[src/mcdm_pkg.sv]
`timescale 1ns / 1ps

package mcdm_pkg;

    // Time constants.
    localparam logic [29:0] NS_PER_SEC = 30'd1_000_000_000;
    localparam logic [19:0] NS_PER_MS  = 20'd1_000_000;

    // Field widths.
    localparam int SEC_W  = 32;
    localparam int NS_W   = 30;
    localparam int TB_W   = 31;
    localparam int PTS_W  = 48;
    localparam int OUT_W  = 64;
    localparam int CFG_W  = 32;

    // The scaled timestamp magnitude is at most 2^47 * 1000, which fits 57 bits.
    localparam int DIV_BITS  = 57;
    localparam int DIV_CNT_W = 6;

    // The serial multiplier walks the numerator one bit per cycle.
    localparam int MUL_STEPS = TB_W;
    localparam int MUL_CNT_W = 5;

    // The nanosecond-to-millisecond quotient is below 1000: ten quotient bits.
    localparam int NS_STEPS  = 10;
    localparam int NS_CNT_W  = 4;

    // Configuration register indexes.
    localparam logic [1:0] CFG_START_SECONDS     = 2'd0;
    localparam logic [1:0] CFG_START_NANOSECONDS = 2'd1;
    localparam logic [1:0] CFG_TIME_BASE_NUM     = 2'd2;
    localparam logic [1:0] CFG_TIME_BASE_DEN     = 2'd3;

    // Sequencer states.
    typedef enum logic [2:0] {
        ST_IDLE,
        ST_PREP,
        ST_SCALE,
        ST_DIV,
        ST_MUL,
        ST_SIGN,
        ST_DIFF,
        ST_EMIT
    } mcdm_state_t;

endpackage

[src/mcdm_div.sv]
`timescale 1ns / 1ps

module mcdm_div
    import mcdm_pkg::*;
(
    input  logic                clk,
    input  logic                rst_n,
    input  logic                start,
    input  logic [DIV_BITS-1:0] dividend,
    input  logic [TB_W-1:0]     divisor,
    output logic                done,
    output logic [DIV_BITS-1:0] quotient
);

    logic                 run_reg;
    logic                 done_reg;
    logic [DIV_CNT_W-1:0] cnt_reg;
    logic [TB_W-1:0]      rem_reg;
    logic [TB_W-1:0]      rem_next;
    logic [DIV_BITS-1:0]  quo_reg;
    logic [DIV_BITS-1:0]  quo_next;
    logic [TB_W-1:0]      den_reg;
    logic                 den_zero_reg;
    logic [TB_W:0]        trial;
    logic                 fits;

    // One restoring step: bring down the next dividend bit and try the subtract.
    always_comb
    begin
        trial    = {rem_reg, quo_reg[DIV_BITS-1]};
        fits     = (trial >= {1'b0, den_reg});
        rem_next = fits ? TB_W'(trial - {1'b0, den_reg}) : trial[TB_W-1:0];
        quo_next = {quo_reg[DIV_BITS-2:0], fits};
    end

    // Control: run for one step per quotient bit, then pulse done.
    always_ff @(posedge clk or negedge rst_n)
    begin
        if (!rst_n)
        begin
            run_reg  <= 1'b0;
            done_reg <= 1'b0;
            cnt_reg  <= '0;
        end
        else
        begin
            done_reg <= 1'b0;
            if (start)
            begin
                run_reg <= 1'b1;
                cnt_reg <= '0;
            end
            else if (run_reg)
            begin
                cnt_reg <= cnt_reg + 1'b1;
                if (cnt_reg == DIV_CNT_W'(DIV_BITS - 1))
                begin
                    run_reg  <= 1'b0;
                    done_reg <= 1'b1;
                end
            end
        end
    end

    // Datapath: the quotient register shifts dividend bits out and quotient bits in.
    always_ff @(posedge clk)
    begin
        if (start)
        begin
            rem_reg      <= '0;
            quo_reg      <= dividend;
            den_reg      <= divisor;
            den_zero_reg <= (divisor == '0);
        end
        else if (run_reg)
        begin
            rem_reg <= rem_next;
            quo_reg <= quo_next;
        end
    end

    assign done     = done_reg;
    // A zero divisor gives a zero quotient.
    assign quotient = den_zero_reg ? '0 : quo_reg;

endmodule

[src/mcdm_mul.sv]
`timescale 1ns / 1ps

module mcdm_mul
    import mcdm_pkg::*;
(
    input  logic                clk,
    input  logic                rst_n,
    input  logic                start,
    input  logic [DIV_BITS-1:0] multiplicand,
    input  logic [TB_W-1:0]     multiplier,
    output logic                done,
    output logic [OUT_W-1:0]    product
);

    logic                 run_reg;
    logic                 done_reg;
    logic [MUL_CNT_W-1:0] cnt_reg;
    logic [OUT_W-1:0]     mcand_reg;
    logic [TB_W-1:0]      mplier_reg;
    logic [OUT_W-1:0]     acc_reg;

    // Control: one step per multiplier bit, then pulse done.
    always_ff @(posedge clk or negedge rst_n)
    begin
        if (!rst_n)
        begin
            run_reg  <= 1'b0;
            done_reg <= 1'b0;
            cnt_reg  <= '0;
        end
        else
        begin
            done_reg <= 1'b0;
            if (start)
            begin
                run_reg <= 1'b1;
                cnt_reg <= '0;
            end
            else if (run_reg)
            begin
                cnt_reg <= cnt_reg + 1'b1;
                if (cnt_reg == MUL_CNT_W'(MUL_STEPS - 1))
                begin
                    run_reg  <= 1'b0;
                    done_reg <= 1'b1;
                end
            end
        end
    end

    // Shift-add: the multiplicand moves left, the multiplier right; the sum wraps at 64 bits.
    always_ff @(posedge clk)
    begin
        if (start)
        begin
            mcand_reg  <= OUT_W'(multiplicand);
            mplier_reg <= multiplier;
            acc_reg    <= '0;
        end
        else if (run_reg)
        begin
            if (mplier_reg[0])
            begin
                acc_reg <= acc_reg + mcand_reg;
            end
            mcand_reg  <= {mcand_reg[OUT_W-2:0], 1'b0};
            mplier_reg <= {1'b0, mplier_reg[TB_W-1:1]};
        end
    end

    assign done    = done_reg;
    assign product = acc_reg;

endmodule

[src/media_clock_drift_monitor_unit.sv]
// Channel | Direction | Handshake            | Payload
// in      | input     | in_valid / in_stall  | now_seconds, now_nanoseconds, pts, reset_request
// out     | output    | out_valid / out_stall| media_ms, clock_ms, drift_ms
// cfg     | input     | cfg_write            | cfg_index, cfg_data
//
// One beat is processed at a time, from acceptance to result, through the sequencer steps:
// capture, normalization, scaling, the serial divider (one quotient bit per step), the serial
// multiplier (one numerator bit per step), then the sign, difference and emit steps.
// A new beat is accepted once the previous result sits in the output register.
// Reset clears the sequencer, the media offset and the configuration to its defaults.
// A stalled output holds its beat; the last step waits until the output register is free.
`timescale 1ns / 1ps

module media_clock_drift_monitor_unit
    import mcdm_pkg::*;
(
    input  logic                    clk,
    input  logic                    rst_n,

    input  logic                    cfg_write,
    input  logic [1:0]              cfg_index,
    input  logic [CFG_W-1:0]        cfg_data,

    input  logic                    in_valid,
    output logic                    in_stall,
    input  logic [SEC_W-1:0]        now_seconds,
    input  logic [NS_W-1:0]         now_nanoseconds,
    input  logic signed [PTS_W-1:0] pts,
    input  logic                    reset_request,

    output logic                    out_valid,
    input  logic                    out_stall,
    output logic signed [OUT_W-1:0] media_ms,
    output logic signed [OUT_W-1:0] clock_ms,
    output logic signed [OUT_W-1:0] drift_ms
);

    // Configuration registers.
    logic [SEC_W-1:0] start_seconds_reg;
    logic [NS_W-1:0]  start_nanoseconds_reg;
    logic [TB_W-1:0]  time_base_num_reg;
    logic [TB_W-1:0]  time_base_den_reg;

    // Sequencer.
    mcdm_state_t state_reg;
    mcdm_state_t state_next;
    logic        in_accept;
    logic        out_free;
    logic        div_start;
    logic        mul_start;
    logic        emit;

    // Captured and normalized beat.
    logic [SEC_W:0]       now_sec_reg;
    logic [NS_W-1:0]      now_ns_reg;
    logic [SEC_W:0]       st_sec_reg;
    logic [NS_W-1:0]      st_ns_reg;
    logic [PTS_W-1:0]     pts_reg;
    logic [PTS_W-1:0]     mag_reg;
    logic                 neg_reg;
    logic                 req_reg;

    // Clock path.
    logic [SEC_W+2:0]     sec_diff_reg;
    logic [44:0]          sec_ms_reg;
    logic [19:0]          ns_rem_reg;
    logic [NS_STEPS-1:0]  ns_low_reg;
    logic [NS_CNT_W-1:0]  ns_cnt_reg;

    // Media path and result.
    logic [OUT_W-1:0]     media_reg;
    logic [OUT_W-1:0]     clock_reg;
    logic [OUT_W-1:0]     mc_reg;
    logic [OUT_W-1:0]     rm_reg;
    logic [OUT_W-1:0]     offset_reg;
    logic                 out_valid_reg;
    logic [OUT_W-1:0]     media_ms_reg;
    logic [OUT_W-1:0]     clock_ms_reg;
    logic [OUT_W-1:0]     drift_ms_reg;

    // Combinational helpers.
    logic                 now_ge;
    logic                 st_ge;
    logic                 ns_borrow;
    logic [NS_W-1:0]      ns_diff;
    logic [57:0]          mag_wide;
    logic [57:0]          scaled_wide;
    logic [44:0]          sec_wide;
    logic [20:0]          ns_trial;
    logic                 ns_fits;
    logic [DIV_BITS-1:0]  quotient;
    logic                 div_done;
    logic [OUT_W-1:0]     product;
    logic                 mul_done;
    logic                 latch_offset;

    assign in_accept = in_valid && !in_stall;
    assign out_free  = !out_valid_reg || !out_stall;

    // Configuration writes.
    always_ff @(posedge clk or negedge rst_n)
    begin
        if (!rst_n)
        begin
            start_seconds_reg     <= '0;
            start_nanoseconds_reg <= '0;
            time_base_num_reg     <= TB_W'(1);
            time_base_den_reg     <= TB_W'(48000);
        end
        else if (cfg_write)
        begin
            unique case (cfg_index)
                CFG_START_SECONDS:     start_seconds_reg     <= cfg_data[SEC_W-1:0];
                CFG_START_NANOSECONDS: start_nanoseconds_reg <= cfg_data[NS_W-1:0];
                CFG_TIME_BASE_NUM:     time_base_num_reg     <= cfg_data[TB_W-1:0];
                CFG_TIME_BASE_DEN:     time_base_den_reg     <= cfg_data[TB_W-1:0];
                default: ;
            endcase
        end
    end

    // State register.
    always_ff @(posedge clk or negedge rst_n)
    begin
        if (!rst_n)
        begin
            state_reg <= ST_IDLE;
        end
        else
        begin
            state_reg <= state_next;
        end
    end

    // Next state and sequencer outputs.
    always_comb
    begin
        state_next = state_reg;
        in_stall   = 1'b1;
        div_start  = 1'b0;
        mul_start  = 1'b0;
        emit       = 1'b0;
        unique case (state_reg)
            ST_IDLE:
            begin
                in_stall = 1'b0;
                if (in_valid)
                begin
                    state_next = ST_PREP;
                end
            end
            ST_PREP:
            begin
                state_next = ST_SCALE;
            end
            ST_SCALE:
            begin
                div_start  = 1'b1;
                state_next = ST_DIV;
            end
            ST_DIV:
            begin
                if (div_done)
                begin
                    mul_start  = 1'b1;
                    state_next = ST_MUL;
                end
            end
            ST_MUL:
            begin
                if (mul_done)
                begin
                    state_next = ST_SIGN;
                end
            end
            ST_SIGN:
            begin
                state_next = ST_DIFF;
            end
            ST_DIFF:
            begin
                state_next = ST_EMIT;
            end
            ST_EMIT:
            begin
                if (out_free)
                begin
                    emit       = 1'b1;
                    state_next = ST_IDLE;
                end
            end
            default:
            begin
                state_next = ST_IDLE;
            end
        endcase
    end

    // Normalization, borrow and constant scaling.
    always_comb
    begin
        now_ge      = (now_ns_reg >= NS_PER_SEC);
        st_ge       = (start_nanoseconds_reg >= NS_PER_SEC);
        ns_borrow   = (now_ns_reg < st_ns_reg);
        ns_diff     = ns_borrow
                      ? NS_W'({1'b0, now_ns_reg} + {1'b0, NS_PER_SEC} - {1'b0, st_ns_reg})
                      : NS_W'(now_ns_reg - st_ns_reg);
        mag_wide    = {10'b0, mag_reg};
        scaled_wide = (mag_wide << 10) - (mag_wide << 4) - (mag_wide << 3);
        sec_wide    = {{10{sec_diff_reg[SEC_W+2]}}, sec_diff_reg};
        ns_trial    = {ns_rem_reg, ns_low_reg[NS_STEPS-1]};
        ns_fits     = (ns_trial >= {1'b0, NS_PER_MS});
    end

    // Serial nanosecond-to-millisecond division, control part.
    always_ff @(posedge clk or negedge rst_n)
    begin
        if (!rst_n)
        begin
            ns_cnt_reg <= '0;
        end
        else if (state_reg == ST_SCALE)
        begin
            ns_cnt_reg <= '0;
        end
        else if (state_reg == ST_DIV && ns_cnt_reg != NS_CNT_W'(NS_STEPS))
        begin
            ns_cnt_reg <= ns_cnt_reg + 1'b1;
        end
    end

    // Beat datapath through the sequencer steps.
    always_ff @(posedge clk)
    begin
        if (in_accept)
        begin
            now_sec_reg <= {1'b0, now_seconds};
            now_ns_reg  <= now_nanoseconds;
            pts_reg     <= pts;
            req_reg     <= reset_request;
        end

        if (state_reg == ST_PREP)
        begin
            now_sec_reg <= now_sec_reg + (SEC_W + 1)'(now_ge);
            now_ns_reg  <= now_ge ? NS_W'(now_ns_reg - NS_PER_SEC) : now_ns_reg;
            st_sec_reg  <= {1'b0, start_seconds_reg} + (SEC_W + 1)'(st_ge);
            st_ns_reg   <= st_ge ? NS_W'(start_nanoseconds_reg - NS_PER_SEC)
                                 : start_nanoseconds_reg;
            neg_reg     <= pts_reg[PTS_W-1];
            mag_reg     <= pts_reg[PTS_W-1] ? PTS_W'(~pts_reg + 1'b1) : pts_reg;
        end

        // Elapsed seconds; the nanosecond quotient starts from the top twenty bits,
        // which are already below one million.
        if (state_reg == ST_SCALE)
        begin
            sec_diff_reg <= {2'b0, now_sec_reg} - {2'b0, st_sec_reg}
                            - (SEC_W + 3)'(ns_borrow);
            ns_rem_reg   <= ns_diff[NS_W-1:NS_STEPS];
            ns_low_reg   <= ns_diff[NS_STEPS-1:0];
        end

        if (state_reg == ST_DIV)
        begin
            sec_ms_reg <= (sec_wide << 10) - (sec_wide << 4) - (sec_wide << 3);
            if (ns_cnt_reg != NS_CNT_W'(NS_STEPS))
            begin
                ns_rem_reg <= ns_fits ? 20'(ns_trial - {1'b0, NS_PER_MS})
                                      : ns_trial[19:0];
                ns_low_reg <= {ns_low_reg[NS_STEPS-2:0], ns_fits};
            end
        end

        if (state_reg == ST_SIGN)
        begin
            media_reg <= neg_reg ? (~product + 1'b1) : product;
            clock_reg <= {{(OUT_W - 45){sec_ms_reg[44]}}, sec_ms_reg}
                         + OUT_W'(ns_low_reg);
        end

        if (state_reg == ST_DIFF)
        begin
            mc_reg <= media_reg - clock_reg;
            rm_reg <= media_reg - offset_reg;
        end
    end

    // A zero offset or a reset request relatches the offset.
    assign latch_offset = (offset_reg == '0) || req_reg;

    // Media offset and output valid.
    always_ff @(posedge clk or negedge rst_n)
    begin
        if (!rst_n)
        begin
            offset_reg    <= '0;
            out_valid_reg <= 1'b0;
        end
        else
        begin
            if (emit)
            begin
                out_valid_reg <= 1'b1;
                if (latch_offset)
                begin
                    offset_reg <= mc_reg;
                end
            end
            else if (out_valid_reg && !out_stall)
            begin
                out_valid_reg <= 1'b0;
            end
        end
    end

    // Output register. A freshly latched offset makes media equal clock and the drift zero.
    always_ff @(posedge clk)
    begin
        if (emit)
        begin
            media_ms_reg <= latch_offset ? clock_reg : rm_reg;
            clock_ms_reg <= clock_reg;
            drift_ms_reg <= latch_offset ? '0 : (rm_reg - clock_reg);
        end
    end

    mcdm_div u_div (
        .clk      (clk),
        .rst_n    (rst_n),
        .start    (div_start),
        .dividend (scaled_wide[DIV_BITS-1:0]),
        .divisor  (time_base_den_reg),
        .done     (div_done),
        .quotient (quotient)
    );

    mcdm_mul u_mul (
        .clk          (clk),
        .rst_n        (rst_n),
        .start        (mul_start),
        .multiplicand (quotient),
        .multiplier   (time_base_num_reg),
        .done         (mul_done),
        .product      (product)
    );

    assign out_valid = out_valid_reg;
    assign media_ms  = media_ms_reg;
    assign clock_ms  = clock_ms_reg;
    assign drift_ms  = drift_ms_reg;

endmodule

[config.mk]
export PLATFORM = sky130hd
export DESIGN_NAME = media_clock_drift_monitor_unit
export DESIGN_NICKNAME = d
export VERILOG_FILES = /design/src/mcdm_pkg.sv /design/src/mcdm_div.sv /design/src/mcdm_mul.sv /design/src/media_clock_drift_monitor_unit.sv
export SDC_FILE = /design/constraint.sdc
export NUM_CORES = 2
export LEC_CHECK = 0
export BUFFER_PORTS_ARGS = -buffer_cell sky130_fd_sc_hd__buf_4
export CORE_AREA = 5 5 436 438
export CTS_BUF_LIST = sky130_fd_sc_hd__clkbuf_2 sky130_fd_sc_hd__clkbuf_4 sky130_fd_sc_hd__clkbuf_8
export DETAILED_ROUTE_END_ITERATION = 6
export DIE_AREA = 0 0 441 443
export PLACE_DENSITY_LB_ADDON = 0.05
export SYNTH_ARGS = -nofsm -noshare
export SYNTH_HDL_FRONTEND = slang
export SYNTH_SLANG_ARGS = --single-unit
[constraint.sdc]
create_clock -name clk -period 17.89 [get_ports clk]
set_input_delay 0.8945 -clock clk [delete_from_list [all_inputs] [get_ports clk]]
set_output_delay 0.8945 -clock clk [all_outputs]
set_load 0.01 [all_outputs]
# After elaboration in Yosys (flattened, before gate mapping)
# Index checks and enable logic that the tools add are counted.
# word_totals
register_bits	1272
inputBits	150
out_inout_bits	194
wordCells	172
# op_classes
addsub	25
n_lt_le_gt_ge	5
eq_ne	18
mux	56
bitwise_logic	2
n_reduce_logical	24
# ops
op	count
two-way mux 57 bit	5
subtractor 64 bit	3
two-way mux 30 bit	5
two-way mux 64 bit	2
two-way mux 31 bit	3
subtractor 45 bit	2
two-way mux 20 bit	4
two-way mux 33 bit	2
adder 64 x 1 -> 64 bit, second input constant	1
adder 64 bit	1
zero test 64 bit	1
NOT 64 bit	1
>= comparator 30 bit, second input constant	2
subtractor 30 bit	2
subtractor 30 bit, second input constant	2
subtractor 57 x 51 -> 57 bit	1
subtractor 57 x 52 -> 57 bit	1
adder 48 x 1 -> 48 bit, second input constant	1
NOT 48 bit	1
two-way mux 47 bit	1
adder 45 x 11 -> 46 bit	1
subtractor 34 x 2 -> 35 bit	1
subtractor 33 x 33 -> 34 bit	1
adder 32 x 1 -> 33 bit	1
other kinds (36)	85

# Logic depth before layout (Yosys ltp)
# depth
depth_word	6
mapped_depth	23
depth_no_buf	23

# Modules after synthesis
# Synthesis repeated with hierarchy kept, for this count alone.
# unflattened
cells_unflattened	7766
hier_area_um2	78610.4
# by_module_without_submodules
module	n_inst	cells_each	area_per_inst_um2	seq_area_each_um2
media_clock_drift_monitor_unit	1	6027	60994.7	26925.8
mcdm_mul	1	1042	10181.0	4239.1
mcdm_div	1	697	7434.6	3493.4

# Worst setup path before layout
# OpenSTA, ideal clock, no wires.
# synth_path
path_type	input to register
from	in out_stall
to	reg offset_reg[10]
setup_time_ns	0.125
t_arrival_ns	12.109
path_slack_ns	5.657
stages	4
path_buffers	1
cell_sequence	a21oi_1 -> nand2_1 -> clkbuf_1 -> mux2_2
# synth_between
elab_chain_len	5
# synth_lines
element	line	text
from (decl)	media_clock_drift_monitor_unit.sv:32	input logic out_stall,
zero test 1 bit	media_clock_drift_monitor_unit.sv:98	assign out_free = !out_valid_reg || !out_stall;
logical OR 1 bit	media_clock_drift_monitor_unit.sv:98	
two-way mux 1 bit	media_clock_drift_monitor_unit.sv:186	if (out_free)
two-way mux 1 bit	media_clock_drift_monitor_unit.sv:143	unique case (state_reg)
AND reduction 2 bit (no line)	n/a	
to (signal assigned)	media_clock_drift_monitor_unit.sv:307	offset_reg <= mc_reg;
to (decl)	media_clock_drift_monitor_unit.sv:75	logic [OUT_W-1:0] offset_reg;
# Every way passes these cells.
# A chain may end at the register's enable or synchronous reset.

# Worst setup path in the final report
# layout_path
from	reg now_ns_reg[4]
to	reg sec_diff_reg[33] (data pin)
# layout_between
elab_chain_len	2
# layout_lines
element	line	text
from (decl)	media_clock_drift_monitor_unit.sv:55	logic [NS_W-1:0] now_ns_reg;
from (signal assigned)	media_clock_drift_monitor_unit.sv:238	now_ns_reg <= now_nanoseconds;
from (signal assigned)	media_clock_drift_monitor_unit.sv:246	now_ns_reg <= now_ge ? NS_W'(now_ns_reg - NS_PER_SEC) : now_ns_reg;
less-than comparator 30 bit	media_clock_drift_monitor_unit.sv:204	ns_borrow = (now_ns_reg < st_ns_reg);
subtractor 34 x 2 -> 35 bit	media_clock_drift_monitor_unit.sv:259	- (SEC_W + 3)'(ns_borrow);
to (signal assigned)	media_clock_drift_monitor_unit.sv:258	sec_diff_reg <= {2'b0, now_sec_reg} - {2'b0, st_sec_reg}
to (decl)	media_clock_drift_monitor_unit.sv:64	logic [SEC_W+2:0] sec_diff_reg;
# Every way passes these cells.

==> summary.md <==
| Metric | Value |
|---|---|
| Result of the run | finished clean |
| Register area share after synthesis | 0.448 |
| Total number of yosys warnings | 0 |
| Clock tree from TritonCTS | done |
| Congestion Overflow GR | 0 |
| Synthesized-area fraction occupied by ao, oa, aoi and oai cells | 0.158 |
| Core ar. | between 150000 and 200000 um2 |
| Area share of fa/ha/maj cells after synthesis | 0.109 |
| RSZ-0062 raised after global routing | no |
| Synth Cell Area | between 70000 and 80000 um2 |
| Post-synth net total | around 8500 |
| Most used standard cell by instance count after synthesis | edfxtp_1 |
| DPL Wire Length | 159000 um |
| Simple logic cell fraction of the synthesized area | 0.137 |
| Largest fanout of any net on the critical path | 22 |
| H-Tree Level Count | 4 |
| Count of vias placed by the detailed router | 56900 |
| Commonest register cell after synthesis | edfxtp_1 |
| Die H | roughly 440 um |
| All-Layer GR Usage | 0.207 |
| R2R Setup Slk | between 10000 and 15000 ps |
| Reg-to-reg startpoint | now_ns_reg[4] |
| Global-route wire length before repair | 320000 um |
| Synth area leaders | edfxtp_1, ha_1, dfrtp_1 |
| Buf+Inv Stages, Crit Path | 3 |
| Top-level port count | ~340 |
| Critical path launch point | now_ns_reg[4] |
| Clock Sink Count | 1233 |
| Per-instance average area after synthesis | 10.0 um2 |
| Delay of the slowest cell on the worst path | 600 ps |
| Total Neg Setup Slack | 0 ps |
| Fin Hold WS | approximately 150 ps |
| Maximum clock frequency | 0.138 GHz |
| Final Max Slew Viols | 0 |
| Placed Instance Area | slightly above 80000 um2 |
| MaxCap Viol Count | 0 |
| Clk_lat worst skew | about 980 ps |
| Worst endpoint data arrival time | 7960 ps |
| Fraction of synthesized cell area in xor and xnor cells | 0.0784 |
| Number of synthesized flops with an enable pin | around 900 |
| Hold Violations, Final | 0 |
| GPL Wtd Cong | between 0.8 and 0.9 |
| Top cells by instance count after synthesis | edfxtp_1, nand2_1, a21oi_1 |
| Initial cell density of the core | 0.415 |
| Area enclosed by the die boundary | ~200000 um2 |
| Antenna viol nets, final | 0 |
| Type of the setup path with the least slack | reg -> reg |
| Critical hold path startpoint | pts[42] |
| Detail-routed via count per cell | between 5 and 6 |
| Routing layer with the top usage in global route | met1 |
| Slowest cell on the critical path | nor3b_1 |
| Worst endpoint required time | ~19000 ps |
| Final clock skew | 63.0 ps |
| Worst hold path class | in -> reg |
| Post-synth top area share | 0.346 |
| Num CTS Buffers | ~220 |
| Global-route met1 utilization | 0.309 |
| Combinational family with the most area after synthesis | compound AO/OA/AOI/OAI gates |
| Category of cells accounting for the largest share of critical-path delay | simple AND/OR/NAND/NOR gates |
| Ys async rst share | 0.171 |
| Post-detailed-route DRC marker count | 0 |
| Critical Path, Cell by Cell | ha_1 -> fa_1 -> or3_1 -> o2111ai_1 -> o211a_1 -> o311ai_0 -> a31oi_1 -> nor2_1 -> o31a_1 -> or2_0 -> buf_4 -> clkinv_1 -> buf_4 -> ha_1 -> and3_1 -> nand2_1 -> nor3_1 -> nor3b_1 -> nand4b_1 -> or3b_2 -> nand3b_1 -> xor2_1 |
| Iteration-0 DRC count of the detailed router | around 3800 |
| DIE WIDTH | 441 um |
| Final worst path period need | 7260 ps |
| Number of port buffers | about 340 |
| Clock tree root driver cell | clkbuf_8 |
| Fraction of the cycle the final worst path needs | 0.406 |
| Drt wl/cell | about 19 um |
| P&R area growth vs syn | 13.1% |
| Number of cell rows | roughly 160 |
| Number of nets in the final layout | approximately 8800 |
| Met2 usage | 0.306 |
| Largest voltage drop on the vdd net | roughly 0.09 mV |
| First-pass iteration count of the detailed router | 5 |
| Mux share of post-synthesis cell area | 0.0307 |
| Largest net degree at the start of global routing | between 150 and 200 |
| Distinct cells, synth | 85 |
| Share of cells above drive strength 1 | 0.126 |
| Leakage power | about 0.036 uW |
| Final setup fails | 0 |
| Number of inserted filler cells in the final layout | about 18000 |
| Register bit total from synthesis | about 1200 |
| CTS clk-pin slew, worst paths | about 60 ps |
| Kind of start point of the critical path | register |
| Remaining max-slew budget at the tightest pin | 0.274 |
| Worst-Margin Slew | between 1000 and 1500 ps |
| Biggest area consumer among synthesized cells | edfxtp_1 |
| Max clock buf depth | 3 |
| Power per unit of standard cell area | 152 nW/um2 |
| Met3 Usage GRT | 0.0297 |
| Initial antenna violation count | 5 |
| Number of global-route vias before repair | around 55000 |
| Wirelength, routed | 206000 um |
| Post-route cell area | slightly below 90000 um2 |
| Endpoint kind of the worst setup timing path | register |
| Post-synthesis cell count | approximately 7700 |
## logic make-up (layout without fill, tap and decap cells)
family	Yosys count	after routing
compound gates	1955	1955
xor+xnor	692	692
fa+ha+maj	614	614
buf+inv	772	1314
flops	1233	1233
mux	213	213
other cells	0	5
simple gates	2238	2238
## layout by cell type, fill, tap and decap left out, types with 45 or more instances in the layout
master / netlist / layout
fa_1: 94 / 94
ha_1: 520 / 520
nand2_1: 883 / 879
a31oi_1: 66 / 66
nand3_1: 158 / 158
a21o_1: 284 / 284
xor2_1: 228 / 228
clkbuf_4: 0 / 69
o21bai_1: 79 / 79
a21oi_1: 542 / 541
o21ai_0: 519 / 519
nor2_1: 443 / 442
o21a_1: 65 / 65
inv_1: 476 / 473
and3_1: 68 / 66
mux2_2: 190 / 190
dfxtp_1: 132 / 132
or3_1: 54 / 54
nor3_1: 92 / 92
buf_4: 18 / 385
nor2b_1: 84 / 84
nor4_1: 45 / 45
a211oi_1: 56 / 56
nand4_1: 111 / 111
dfrtp_1: 203 / 203
clkbuf_8: 0 / 245
and2_1: 50 / 49
nand2b_1: 85 / 84
nand3b_1: 69 / 69
xnor2_1: 464 / 464
o31ai_1: 67 / 67
edfxtp_1: 890 / 890
dlygate4sd3_1: 0 / 45
## layer usage
| layer | vias to the layer above | wire, um |
|---|---|---|
| met4 | 0 | 6740 |
| met3 | 304 | 8950 |
| met2 | 1109 | 87200 |
| met5 | - | 0 |
| met1 | 26900 | 103000 |
| li1 | 28600 | - |
## metrics by stage
stage / setup WS [ps] / utilization / power, uW / std cells
after global placement: 10720 / 0.442 / 10500 / 10300
after global routing: 10070 / 0.470 / 14400 / 10800
after detailed placement: 10640 / 0.442 / 10600 / 10300
final: 10630 / 0.470 / 13300 / 10800
after CTS: 10590 / 0.470 / 13500 / 10800
after floorplan: 5660 / - / 9030 / 7717
## worst register-to-register path: cells and delay by family (launching register included)
kind                       cells  cell delay, ps
adders and majority gates      3             930
AOI/OAI and AO/OA              5            1470
buffers and inverters          3             910
xor gates and xnor gates       1             170
and+or+nand+nor               10            3070
DFF                            1             430
## report_power, final
part	total [uW]	internal (uW)	switching (uW)
clock network	2810	1570	1240
registers	4360	3920	440
logic	6150	2580	3570
## final timing paths
path / endpoint / cells after the start
max: sec_diff_reg[33] / 22
min: pts_reg[42] / 1
max reg2reg: sec_diff_reg[33] / 22
min reg2reg: st_ns_reg[0] / 0
max in group asynchronous: offset_reg[63] / 3
min in group asynchronous: start_nanoseconds_reg[4] / 2
## repair_timing
item	CTS	global route
resized for setup	0	0
setup buffers	0	0
hold endpoints to repair	129	0
hold buffers	45	0
## cell type report
cell class,instances,area (um2),share of cell area
Antenna cell,5,12.5,0.000143
Clock buffer,314,3890,0.0445
Clock inverter,90,828,0.00947
Inverter,478,1800,0.0206
Multi-Input combinational cell,5712,39800,0.455
Sequential cell,1233,34700,0.396
Tap cell,2495,3120,0.0357
Timing Repair Buffer,432,3380,0.0386
No activity file was read; power rests on OpenSTA's default activity.
